<file path="src/rtl/e2rgb_pkg.sv">
// Shared types, constants and the color table lookup for the energy colormap.
package e2rgb_pkg;

  localparam int CHANNEL_BITS   = 8;
  localparam int ENTRY_BITS     = 3 * CHANNEL_BITS;
  localparam int PAIR_BITS      = 2 * ENTRY_BITS;
  localparam int NUM_PAIRS      = 5;
  localparam int NUM_ENTRIES    = 2 * NUM_PAIRS;
  localparam int ENERGY_BITS    = 32;
  localparam int FRAC_BITS      = 16;
  localparam int VAL_BITS       = FRAC_BITS + 1;
  localparam int SEG_BITS       = 3;
  localparam int IDX_BITS       = 4;
  localparam int CFG_INDEX_BITS = 3;
  localparam int CFG_DATA_BITS  = PAIR_BITS;
  localparam int PAIR_SEL_BITS  = $clog2(NUM_PAIRS);

  // Register indexes on the configuration port
  localparam logic [CFG_INDEX_BITS-1:0] REG_ENERGY_LOW  = 3'd0;
  localparam logic [CFG_INDEX_BITS-1:0] REG_RANGE_RECIP = 3'd1;
  localparam logic [CFG_INDEX_BITS-1:0] REG_COLORS_FIRST = 3'd2;
  localparam logic [CFG_INDEX_BITS-1:0] REG_COLORS_LAST  = 3'd6;

  localparam logic [IDX_BITS-1:0] LAST_ENTRY = 4'(NUM_ENTRIES - 1);

  typedef logic [NUM_PAIRS-1:0][PAIR_BITS-1:0] color_table_t;

  typedef struct packed {
    logic [CHANNEL_BITS-1:0] r;
    logic [CHANNEL_BITS-1:0] g;
    logic [CHANNEL_BITS-1:0] b;
  } rgb_t;

  // Scaled sample handed from the multiplier pipe to the interpolator
  typedef struct packed {
    logic                      bg;       // energy was exactly zero
    logic                      pos;      // product is strictly positive
    logic [2*ENERGY_BITS-1:0]  product;  // magnitude of offset * reciprocal
  } scaled_t;

  localparam logic signed [ENERGY_BITS-1:0] ENERGY_LOW_RESET  = 32'sd0;
  localparam logic signed [ENERGY_BITS-1:0] RANGE_RECIP_RESET = 32'sd65536;

  // Blue-cyan-green-yellow-red ramp, pair 0 in the low slot
  localparam color_table_t COLORS_RESET = {
    48'd280595380764672,
    48'd280920942706432,
    48'd140733193453312,
    48'd1097347432447,
    48'd549739036927
  };

  function automatic rgb_t entry_rgb(input color_table_t tbl, input logic [IDX_BITS-1:0] k);
    logic [IDX_BITS-1:0]      kk;
    logic [PAIR_SEL_BITS-1:0] pair;
    logic [ENTRY_BITS-1:0]    word;
    kk   = (k > LAST_ENTRY) ? LAST_ENTRY : k;
    pair = kk[IDX_BITS-1:1];
    word = kk[0] ? tbl[pair][PAIR_BITS-1:ENTRY_BITS] : tbl[pair][ENTRY_BITS-1:0];
    return rgb_t'(word);
  endfunction

endpackage

</file>
<file path="src/rtl/energy_to_rgb_colormap_top.sv">
// Energy colormap top level: configuration registers and the five-stage pixel pipeline.
// Each accepted energy item passes through all 5 register stages before its pixel is valid.
// Throughput: 1 item per cycle unless the output stalls; the 32x32 magnitude multiplier stage bounds the clock.
// Each stage advances when it is empty or its successor advances, so bubbles close up
// and a stalled pixel output holds while upstream stages keep filling.
// Reset (synchronous, rst high) empties the pipe and loads the default ramp and scale.
module energy_to_rgb_colormap_top (
  input  logic                                      clk,
  input  logic                                      rst,
  // configuration write port
  input  logic                                      cfg_write,
  input  logic [e2rgb_pkg::CFG_INDEX_BITS-1:0]      cfg_index,
  input  logic [e2rgb_pkg::CFG_DATA_BITS-1:0]       cfg_data,
  // energy samples
  input  logic                                      sample_valid,
  output logic                                      sample_ready,
  input  logic signed [e2rgb_pkg::ENERGY_BITS-1:0]  energy,
  // pixels
  output logic                                      pixel_valid,
  input  logic                                      pixel_ready,
  output logic [e2rgb_pkg::CHANNEL_BITS-1:0]        red,
  output logic [e2rgb_pkg::CHANNEL_BITS-1:0]        green,
  output logic [e2rgb_pkg::CHANNEL_BITS-1:0]        blue
);
  import e2rgb_pkg::*;

  // Configuration registers; the user must write them only while the pipe is idle (not enforced here)
  logic signed [ENERGY_BITS-1:0] energy_low;
  logic signed [ENERGY_BITS-1:0] range_reciprocal;
  color_table_t                  colors;

  logic [CFG_INDEX_BITS-1:0]     pair_idx;

  // Handoff between the scaling pipe and the interpolator
  logic                          mid_valid;
  logic                          mid_ready;
  scaled_t                       mid_data;
  rgb_t                          pixel;

  assign pair_idx = cfg_index - REG_COLORS_FIRST;

  always_ff @(posedge clk) begin
    if (rst) begin
      energy_low       <= ENERGY_LOW_RESET;
      range_reciprocal <= RANGE_RECIP_RESET;
      colors           <= COLORS_RESET;
    end else if (cfg_write) begin
      case (cfg_index)
        REG_ENERGY_LOW:  energy_low       <= $signed(cfg_data[ENERGY_BITS-1:0]);
        REG_RANGE_RECIP: range_reciprocal <= $signed(cfg_data[ENERGY_BITS-1:0]);
        default: begin
          // color pairs; drop writes past the last register
          if (cfg_index >= REG_COLORS_FIRST && cfg_index <= REG_COLORS_LAST)
            colors[pair_idx[PAIR_SEL_BITS-1:0]] <= cfg_data;
        end
      endcase
    end
  end

  // Stages 1-3: offset from the low bound, sign split, magnitude product
  e2rgb_scale u_scale (
    .clk              (clk),
    .rst              (rst),
    .in_valid         (sample_valid),
    .in_ready         (sample_ready),
    .energy           (energy),
    .energy_low       (energy_low),
    .range_reciprocal (range_reciprocal),
    .out_valid        (mid_valid),
    .out_ready        (mid_ready),
    .out_data         (mid_data)
  );

  // Stages 4-5: clamp, segment select, per-channel blend into the output register
  e2rgb_interp u_interp (
    .clk       (clk),
    .rst       (rst),
    .in_valid  (mid_valid),
    .in_ready  (mid_ready),
    .in_data   (mid_data),
    .colors    (colors),
    .out_valid (pixel_valid),
    .out_ready (pixel_ready),
    .out_pixel (pixel)
  );

  assign red   = pixel.r;
  assign green = pixel.g;
  assign blue  = pixel.b;

endmodule

</file>
<file path="src/rtl/e2rgb_scale.sv">
// Three-stage pipe: energy offset, sign split, offset times reciprocal.
module e2rgb_scale (
  input  logic                                          clk,
  input  logic                                          rst,
  input  logic                                          in_valid,
  output logic                                          in_ready,
  input  logic signed [e2rgb_pkg::ENERGY_BITS-1:0]      energy,
  input  logic signed [e2rgb_pkg::ENERGY_BITS-1:0]      energy_low,
  input  logic signed [e2rgb_pkg::ENERGY_BITS-1:0]      range_reciprocal,
  output logic                                          out_valid,
  input  logic                                          out_ready,
  output e2rgb_pkg::scaled_t                            out_data
);
  import e2rgb_pkg::*;

  // Stage 1: offset
  logic                          v1;
  logic                          bg1;
  logic signed [ENERGY_BITS:0]   offset1;
  // Stage 2: magnitudes
  logic                          v2;
  logic                          bg2;
  logic                          pos2;
  logic [ENERGY_BITS-1:0]        mag_off2;
  logic [ENERGY_BITS-1:0]        mag_rec2;
  // Stage 3: product
  logic                          v3;
  scaled_t                       s3;

  logic r1, r2, r3;
  logic [ENERGY_BITS:0]          neg_off;
  logic [ENERGY_BITS-1:0]        neg_rec;

  assign r3 = !v3 || out_ready;
  assign r2 = !v2 || r3;
  assign r1 = !v1 || r2;
  assign in_ready = r1;

  assign neg_off = -offset1;
  assign neg_rec = -range_reciprocal;

  always_ff @(posedge clk) begin
    if (rst) begin
      v1 <= 1'b0;
      v2 <= 1'b0;
      v3 <= 1'b0;
    end else begin
      if (r1) v1 <= in_valid;
      if (r2) v2 <= v1;
      if (r3) v3 <= v2;
    end
  end

  always_ff @(posedge clk) begin
    if (r1) begin
      bg1     <= (energy == '0);
      offset1 <= {energy[ENERGY_BITS-1], energy} -
                 {energy_low[ENERGY_BITS-1], energy_low};
    end
    if (r2) begin
      bg2      <= bg1;
      // positive only when both factors are nonzero and share a sign
      pos2     <= (offset1 != '0) && (range_reciprocal != '0) &&
                  (offset1[ENERGY_BITS] == range_reciprocal[ENERGY_BITS-1]);
      mag_off2 <= offset1[ENERGY_BITS] ? neg_off[ENERGY_BITS-1:0]
                                       : offset1[ENERGY_BITS-1:0];
      mag_rec2 <= range_reciprocal[ENERGY_BITS-1] ? neg_rec : range_reciprocal;
    end
    if (r3) begin
      s3.bg      <= bg2;
      s3.pos     <= pos2;
      s3.product <= mag_off2 * mag_rec2;
    end
  end

  assign out_valid = v3;
  assign out_data  = s3;

endmodule

</file>
<file path="src/rtl/e2rgb_interp.sv">
// Two-stage pipe: clamp and table fetch, then linear blend into the pixel register.
module e2rgb_interp (
  input  logic                      clk,
  input  logic                      rst,
  input  logic                      in_valid,
  output logic                      in_ready,
  input  e2rgb_pkg::scaled_t        in_data,
  input  e2rgb_pkg::color_table_t   colors,
  output logic                      out_valid,
  input  logic                      out_ready,
  output e2rgb_pkg::rgb_t           out_pixel
);
  import e2rgb_pkg::*;

  localparam int DIFF_BITS = CHANNEL_BITS + 1;
  localparam int NUM_BITS  = CHANNEL_BITS + FRAC_BITS + 2;

  logic                              v4;
  logic                              bg4;
  logic [FRAC_BITS-1:0]              weight4;
  rgb_t                              c0_4;
  logic signed [DIFF_BITS-1:0]       dr4, dg4, db4;

  logic                              v5;
  rgb_t                              pix5;

  logic r4, r5;
  logic [VAL_BITS-1:0]               val;
  logic [IDX_BITS-1:0]               idx;
  rgb_t                              c0, c1;

  assign r5 = !v5 || out_ready;
  assign r4 = !v4 || r5;
  assign in_ready = r4;

  // Clamp to 0..1 in Q1.16; anything at or above 2^32 saturates to one
  always_comb begin
    if (!in_data.pos) begin
      val = '0;
    end else if (in_data.product[2*ENERGY_BITS-1:ENERGY_BITS] != '0) begin
      val = {1'b1, {FRAC_BITS{1'b0}}};
    end else begin
      val = {1'b0, in_data.product[ENERGY_BITS-1:FRAC_BITS]};
    end
  end

  // Eight segments: integer part of 8*val picks the entry
  assign idx = val[VAL_BITS-1:FRAC_BITS-SEG_BITS];
  assign c0  = entry_rgb(colors, idx);
  assign c1  = entry_rgb(colors, idx + 4'd1);

  function automatic logic [CHANNEL_BITS-1:0] blend(
    input logic [CHANNEL_BITS-1:0]     base,
    input logic signed [DIFF_BITS-1:0] diff,
    input logic [FRAC_BITS-1:0]        w
  );
    logic signed [NUM_BITS-1:0] wide_w;
    logic signed [NUM_BITS-1:0] wide_d;
    logic signed [NUM_BITS-1:0] num;
    // Widen both factors first so the product keeps every bit
    wide_w = $signed(NUM_BITS'(w));
    wide_d = NUM_BITS'(diff);
    num = $signed({2'b00, base, {FRAC_BITS{1'b0}}}) + wide_w * wide_d;
    if (num[NUM_BITS-1])
      return '0;
    else if (num[NUM_BITS-2])
      return '1;
    else
      return num[FRAC_BITS+CHANNEL_BITS-1:FRAC_BITS];
  endfunction

  always_ff @(posedge clk) begin
    if (rst) begin
      v4 <= 1'b0;
      v5 <= 1'b0;
    end else begin
      if (r4) v4 <= in_valid;
      if (r5) v5 <= v4;
    end
  end

  always_ff @(posedge clk) begin
    if (r4) begin
      bg4     <= in_data.bg;
      weight4 <= {val[FRAC_BITS-SEG_BITS-1:0], {SEG_BITS{1'b0}}};
      c0_4    <= c0;
      dr4     <= $signed({1'b0, c1.r}) - $signed({1'b0, c0.r});
      dg4     <= $signed({1'b0, c1.g}) - $signed({1'b0, c0.g});
      db4     <= $signed({1'b0, c1.b}) - $signed({1'b0, c0.b});
    end
    if (r5) begin
      if (bg4) begin
        pix5 <= '0;
      end else begin
        pix5.r <= blend(c0_4.r, dr4, weight4);
        pix5.g <= blend(c0_4.g, dg4, weight4);
        pix5.b <= blend(c0_4.b, db4, weight4);
      end
    end
  end

  assign out_valid = v5;
  assign out_pixel = pix5;

endmodule

</file>
<file path="config.mk">
export PLATFORM = sky130hd
export DESIGN_NAME = energy_to_rgb_colormap_top
export DESIGN_NICKNAME = d
export VERILOG_FILES = /design/src/rtl/e2rgb_pkg.sv /design/src/rtl/energy_to_rgb_colormap_top.sv /design/src/rtl/e2rgb_scale.sv /design/src/rtl/e2rgb_interp.sv
export SDC_FILE = /design/constraint.sdc
export NUM_CORES = 2
export LEC_CHECK = 0
export ABC_AREA = 1
export BUFFER_PORTS_ARGS = -buffer_cell sky130_fd_sc_hd__buf_2
export CORE_AREA = 2 2 354 356
export DETAILED_ROUTE_END_ITERATION = 16
export DIE_AREA = 0 0 356 358
export HOLD_SLACK_MARGIN = 0.15
export MAX_ROUTING_LAYER = met4
export PLACE_DENSITY = 0.79
export SYNTH_ARGS = -nofsm -noshare
export SYNTH_HDL_FRONTEND = slang
export SYNTH_SLANG_ARGS = --single-unit
</file>
<file path="constraint.sdc">
create_clock -name clk -period 6.58 [get_ports clk]
set_input_delay 0.658 -clock clk [delete_from_list [all_inputs] [get_ports clk]]
set_output_delay 0.658 -clock clk [all_outputs]
set_load 0.05 [all_outputs]
</file>
Word level (Yosys, flattened, before mapping)
Cells that the tools add are included.
{"block": "totals", "output_inout_bits": 26, "ramBits": 0, "n_memories": 0, "inputBits": 88, "romBits": 0, "ff_bits": 564, "latchBits": 0}
{"block": "classes", "n_eq_ne": 2, "mux": 18, "reduce_logical": 27, "n_bitwise": 2, "n_mul": 4, "addsub": 11, "magnitude_cmp": 8, "shift": 0, "div": 0}
{"cell": "48-bit binary-select mux with 3-bit select", "n": 2}
{"cell": "240-bit bitwise mux", "n": 1}
{"cell": "48-bit demux with 3-bit select", "n": 1}
{"cell": "48-bit 2-to-1 mux", "n": 3}
{"cell": "25-bit by 26-bit adder with 26-bit output", "n": 3}
{"cell": "14-bit by 9-bit multiplier with 23-bit output", "n": 3}
{"cell": "32-bit by 32-bit multiplier with 64-bit output", "n": 1}
{"cell": "32-bit negator", "n": 2}
{"cell": "32-bit nonzero test", "n": 2}
{"cell": "24-bit 2-to-1 mux", "n": 2}
{"cell": "17-bit 2-to-1 mux", "n": 2}
{"cell": "33-bit nonzero test", "n": 1}
{"cell": "32-bit by 32-bit subtractor with 33-bit output", "n": 1}
{"cell": "32-bit logical NOT", "n": 1}
{"cell": "32-bit 2-to-1 mux", "n": 1}
{"cell": "31-bit 2-to-1 mux", "n": 1}
{"cell": "8-bit by 8-bit subtractor with 9-bit output", "n": 3}
{"cell": "8-bit 2-to-1 mux", "n": 3}
{"cell": "3-bit by 4-bit less-than comparator with 1-bit output (second input constant)", "n": 3}
{"cell": "2-bit OR reduction", "n": 5}
{"cell": "4-bit greater-than comparator (second input constant)", "n": 2}
{"cell": "4-bit 2-to-1 mux", "n": 2}
{"cell": "1-bit logical NOT", "n": 5}
{"cell": "1-bit logical OR", "n": 5}
{"cell": "other kinds (12)", "n": 17}

Logic depth before layout (Yosys ltp)
{"block": "depth", "ltp_word": 10, "mapped_depth": 36}

Modules after synthesis
From an unflattened synthesis, not the netlist that was laid out.
{"block": "hier_totals", "hier_cells": 10391, "area_unflattened_um2": 77618.2}
{"mod": "e2rgb_scale", "instances": 1, "cells_per_inst": 5890, "area_per_inst_um2": 45088.2}
{"mod": "e2rgb_interp", "instances": 1, "cells_per_inst": 2931, "area_per_inst_um2": 21259.1}
{"mod": "energy_to_rgb_colormap_top", "instances": 1, "cells_per_inst": 1570, "area_per_inst_um2": 11270.8}

Worst setup path after synthesis
Ideal clock, no wire load.
{"block": "synth_timing", "kind": "reg-to-reg", "from": "register u_scale.mag_rec2[2]", "to": "register u_scale.s3 (netlist bit u_scale.out_data[42]), data pin", "slack_ns": 0.015, "arrival_ns": 6.300, "stages_incl_launch_ff": 28, "required_ns": 6.315, "path_cell_list": "edfxtp_1 clkbuf_1 nand2_1 inv_1 fa_1 inv_1 fa_1 fa_1 fa_1 inv_1 fa_1 inv_1 fa_1 inv_1 fa_1 fa_1 ha_1 nand2_1 nor2_1 inv_1 nor2_1 inv_1 nor4_1 nand2_1 nand2_1 a21oi_1 o21ai_0 xor2_1"}
{"block": "synth_via", "elab_chain_cells": 1}
{"item": "start: declaration", "line_no": "e2rgb_scale.sv:25", "source": "logic [ENERGY_BITS-1:0] mag_rec2;"}
{"item": "start signal: assignment", "line_no": "e2rgb_scale.sv:67", "source": "mag_rec2 <= range_reciprocal[ENERGY_BITS-1] ? neg_rec : range_reciprocal;"}
{"item": "32-bit by 32-bit multiplier with 64-bit output", "line_no": "e2rgb_scale.sv:72", "source": "s3.product <= mag_off2 * mag_rec2;"}
{"item": "end: declaration", "line_no": "e2rgb_scale.sv:28", "source": "scaled_t s3;"}
Every way passes these cells.
A chain may end at the register's enable or synchronous reset.

Worst setup path after layout
{"block": "layout_timing", "from": "register u_scale.mag_rec2[10]", "to": "register u_scale.s3 (netlist bit u_scale.out_data[55]), data pin"}
The elaborated chain is that of the path after synthesis.

==> summary.md <==
| Metric | Value |
|---|---|
| Worst reg2reg path endpoint | `u_scale.out_data[55]$_DFFE_PP_` |
| Clk sinks | `about 550` |
| Hold endpoint | `colors[224]$_SDFFE_PP1P_` |
| Synth Area in Compound Gates | `0.06950` |
| Async set-or-reset flop fraction in the synthesized netlist | `0` |
| Mux contribution to synthesized area | `0.003386` |
| Max Cap Violations | `0` |
| Post-synthesis cell type count | `50` |
| # nets final | `between 10000 and 15000` |
| Avg WL per Cell | `slightly below 20 um` |
| Top FF cell, synth | `dfxtp_1` |
| Worst-path fanout max | `5` |
| TritonCTS clock tree | `built` |
| Min cycle time layout | `6.895 ns` |
| Xor/xnor share of the synthesized area | `0.02346` |
| Hold buffer count at cts | `0` |
| Drt pass-1 iters | `9` |
| Tot GR Track Use | `0.3654` |
| Die area | `~130000 um2` |
| Area fraction in and, or, nand and nor cells after synthesis | `0.1875` |
| Inserted Clock Buffers | `60` |
| Post-DRT Antenna Nets | `0` |
| Largest family of logic cells by synthesized area | `adder cells` |
| Number of global-route vias before repair | `about 67000` |
| Largest net degree at the start of global routing | `around 160` |
| Final worst path period share | `1.048` |
| Hold Path Class | `primary input to flop` |
| Area of the core | `about 120000 um2` |
| Initial Util | `0.5993` |
| Ratio of cells with drive above 1 in the final layout | `0.1558` |
| Dpl ws | `-0.4883 ns` |
| Status | `finished, violations left` |
| Clk_skew | `roughly 0.078 ns` |
| Post-layout util | `0.7024` |
| Dpl cells | `between 10000 and 15000` |
| Synth Net Count | `11280` |
| DRC | `0` |
| Mapped Cells | `approximately 9500` |
| Worst Path Arrival | `roughly 7.3 ns` |
| Critical Path Start | `u_scale.mag_rec2[10]$_DFFE_PP_` |
| Vias per std cell | `5.567` |
| Worst hold path depth | `3` |
| Row count | `roughly 130` |
| Global-route wire length before repair | `353.1 mm` |
| Final WL | `226.2 mm` |
| Final non-filler cell total | `about 12000` |
| Layout area overhead | `17.20%` |
| RSZ-0062 raised after global routing | `yes` |
| Final Slew Violations | `0` |
| Failing checks | `setup timing` |
| Iteration-0 DRC count of the detailed router | `between 6000 and 7000` |
| Cell area after synthesis | `73910 um2` |
| Die Y | `~360 um` |
| Avg Cell Area, Syn | `7.748 um2` |
| Dpl hpwl | `around 170 mm` |
| Post-DP Area | `~80000 um2` |
| Final Cell Area | `86620 um2` |
| Initial antenna violation count | `3` |
| Crit end category | `flop` |
| Worst Tran Pin Value | `between 1 and 1.5 ns` |
| Die X-Extent | `around 360 um` |
| Fillers | `9500` |
| Synthesis warning total | `0` |
| Ports | `114` |
| Number of enable flip-flop cells after synthesis | `around 240` |
| Type of origin of the critical path | `flop` |
| Clock insertion delay at the later pin of the skew report | `about 0.74 ns` |
| Adder-Cell Fraction of Synth Area | `0.3949` |
| R2R Setup Slk | `-0.31 ns` |
| Vias | `approximately 65000` |
| Kind of critical path | `flop to flop` |
| Final setup viols | `47` |
| Port bufs | `between 100 and 150` |
| Clock transition at path regs | `~0.070 ns` |
| Fmax | `approximately 150 MHz` |
| Worst Slack Setup Final | `-0.3149 ns` |
| Clock Tree Root | `clkbuf_16` |
| Hold_sp | `cfg_data[32]` |
| Post-synthesis register bit count | `548` |
| Post-synthesis sequential area ratio | `0.1808` |
| Placer Congestion | `about 1.0` |
| H-Tree Depth | `2` |
| Remaining global-route overflow | `0` |
| Final Hold Viols | `0` |
| Worst reg2reg startpoint | `u_scale.mag_rec2[10]$_DFFE_PP_` |
| WP data required | `7.03 ns` |
| Maximum clock insertion buffer count | `3` |
| Slew HR | `0.1386` |
| R2R depth | `26` |
==> final cells by class <==
| type | instances | area, um2 | share of cell area |
|---|---|---|---|
| antenna | 6 | 15.01 | 0.0001733 |
| clock buffer | 87 | 1797 | 0.02074 |
| clock inverter | 26 | 300.3 | 0.003467 |
| inverter | 2276 | 8556 | 0.09878 |
| multi-input combinational | 6256 | 52930 | 0.6111 |
| sequential | 548 | 13360 | 0.1543 |
| tap | 1637 | 2048 | 0.02365 |
| timing repair buffer | 881 | 7609 | 0.08784 |
==> registers in the layout, indices dropped and copies added (netlist names), 24 cells and up <==
signal,count
colors,240
energy_low,32
range_reciprocal,32
u_interp.c0_4,24
u_interp.out_pixel,24
u_scale.mag_off2,32
u_scale.mag_rec2,32
u_scale.offset1,33
u_scale.out_data,50
==> synth_stat cells (24+ instances only) <==
| cell | n | area share |
|---|---|---|
| a21o_1 | 25 | 0.0025 |
| ha_1 | 520 | 0.088 |
| nor3_1 | 50 | 0.0034 |
| nor2_1 | 565 | 0.029 |
| nand4_1 | 24 | 0.0020 |
| mux2i_1 | 25 | 0.0034 |
| edfxtp_1 | 239 | 0.097 |
| dfxtp_1 | 309 | 0.084 |
| a31oi_1 | 119 | 0.010 |
| o21ai_0 | 349 | 0.024 |
| o211ai_1 | 69 | 0.0070 |
| a21oi_1 | 279 | 0.019 |
| fa_1 | 1133 | 0.31 |
| nor4_1 | 26 | 0.0022 |
| or2_2 | 42 | 0.0036 |
| xor2_1 | 152 | 0.018 |
| nand3_1 | 402 | 0.027 |
| buf_2 | 44 | 0.0030 |
| xnor2_1 | 46 | 0.0055 |
| clkbuf_1 | 387 | 0.020 |
| nand2_1 | 2334 | 0.12 |
| inv_1 | 2265 | 0.12 |
==> critical path, cell delays in order (launching register included) <==
cell and delay (ns):
edfxtp_1 0.39, buf_6 0.16, buf_12 0.14, nand2_4 0.05
inv_2 0.04, fa_1 0.52, fa_1 0.56, inv_2 0.04
fa_1 0.55, fa_1 0.45, fa_2 0.59, inv_2 0.05
fa_1 0.50, fa_1 0.49, inv_1 0.06, fa_1 0.53
inv_2 0.06, ha_4 0.23, inv_1 0.09, o21ai_1 0.10
a31oi_1 0.33, o21ai_1 0.14, inv_2 0.13, o21ai_1 0.07
a21oi_1 0.14, nand2_1 0.10, xor2_1 0.14
==> what timing repair did <==
action	4_1_cts	5_1_grt
resized for setup	355	408
setup buffers	55	58
endpoints found under the hold margin	0	0
cloned	5	4
setup endpoints to repair	68	71
pin swaps	89	160
==> stage by stage <==
stage	TNS [ns]	hold WS [ns]
global placement	-12.33	0.4153
finish	-9.146	0.1933
global route	-19.08	0.1980
CTS	-5.966	0.1701
detailed placement	-17.27	0.4175
floorplan	0	0.4003
==> cell families (layout without fill, tap and decap cells) <==
kind of cell	Yosys count	after routing
and+or+nand+nor	3461	3461
buffers and inverters	2735	3270
adders and majority gates	1653	1653
AOI/OAI and AO/OA	919	919
DFF	548	548
xor gates and xnor gates	198	198
muxes	25	25
other	0	6
==> placed cells by master (no fill, tap or decap), drive strengths merged, types with 2 or more instances in the layout <==
cell,instances
clkinvlp,5
mux2i,25
a21oi,279
o22ai,3
o21ai,371
dfxtp,309
nand2,2339
o21bai,17
a31oi,119
buf,877
nor3,50
ha,520
a21o,25
xor2,152
nand3,404
o21a,6
nor2,566
o211ai,69
or2,43
nor4,26
a21boi,10
diode,6
edfxtp,239
nand3b,4
xnor2,46
a221oi,2
clkinv,20
clkbuf,91
nand4,24
inv,2275
o221ai,3
fa,1133
a211oi,7
o31ai,2
bufinv,2
and2,3
a41oi,2
==> worst max path at each step <==
stage | to | slack (ns) | cells past startpoint
6_report | u_scale.out_data[55]$_DFFE_PP_ | -0.31 | 26
4_1_cts | u_scale.out_data[62]$_DFFE_PP_ | -0.26 | 27
2_1_floorplan | u_scale.out_data[42]$_DFFE_PP_ | 0.02 | 27
5_1_grt | u_scale.out_data[53]$_DFFE_PP_ | -0.50 | 27
3_3_place_gp | u_scale.out_data[53]$_DFFE_PP_ | -0.39 | 26
3_5_place_dp | u_scale.out_data[62]$_DFFE_PP_ | -0.49 | 27
==> per-layer routing <==
metal | track usage | share of wire | up-vias
met3 | 0.06718 | 0.10 | 782
met2 | 0.5712 | 0.46 | 3340
li1 | - | - | 29560
met5 | - | 0 | -
met1 | 0.4548 | 0.38 | 31550
met4 | 0.1895 | 0.063 | 0
Power is left out: the tool's default activity adds up to more than one toggle a clock period on the data nets, which glitch-free logic cannot reach.
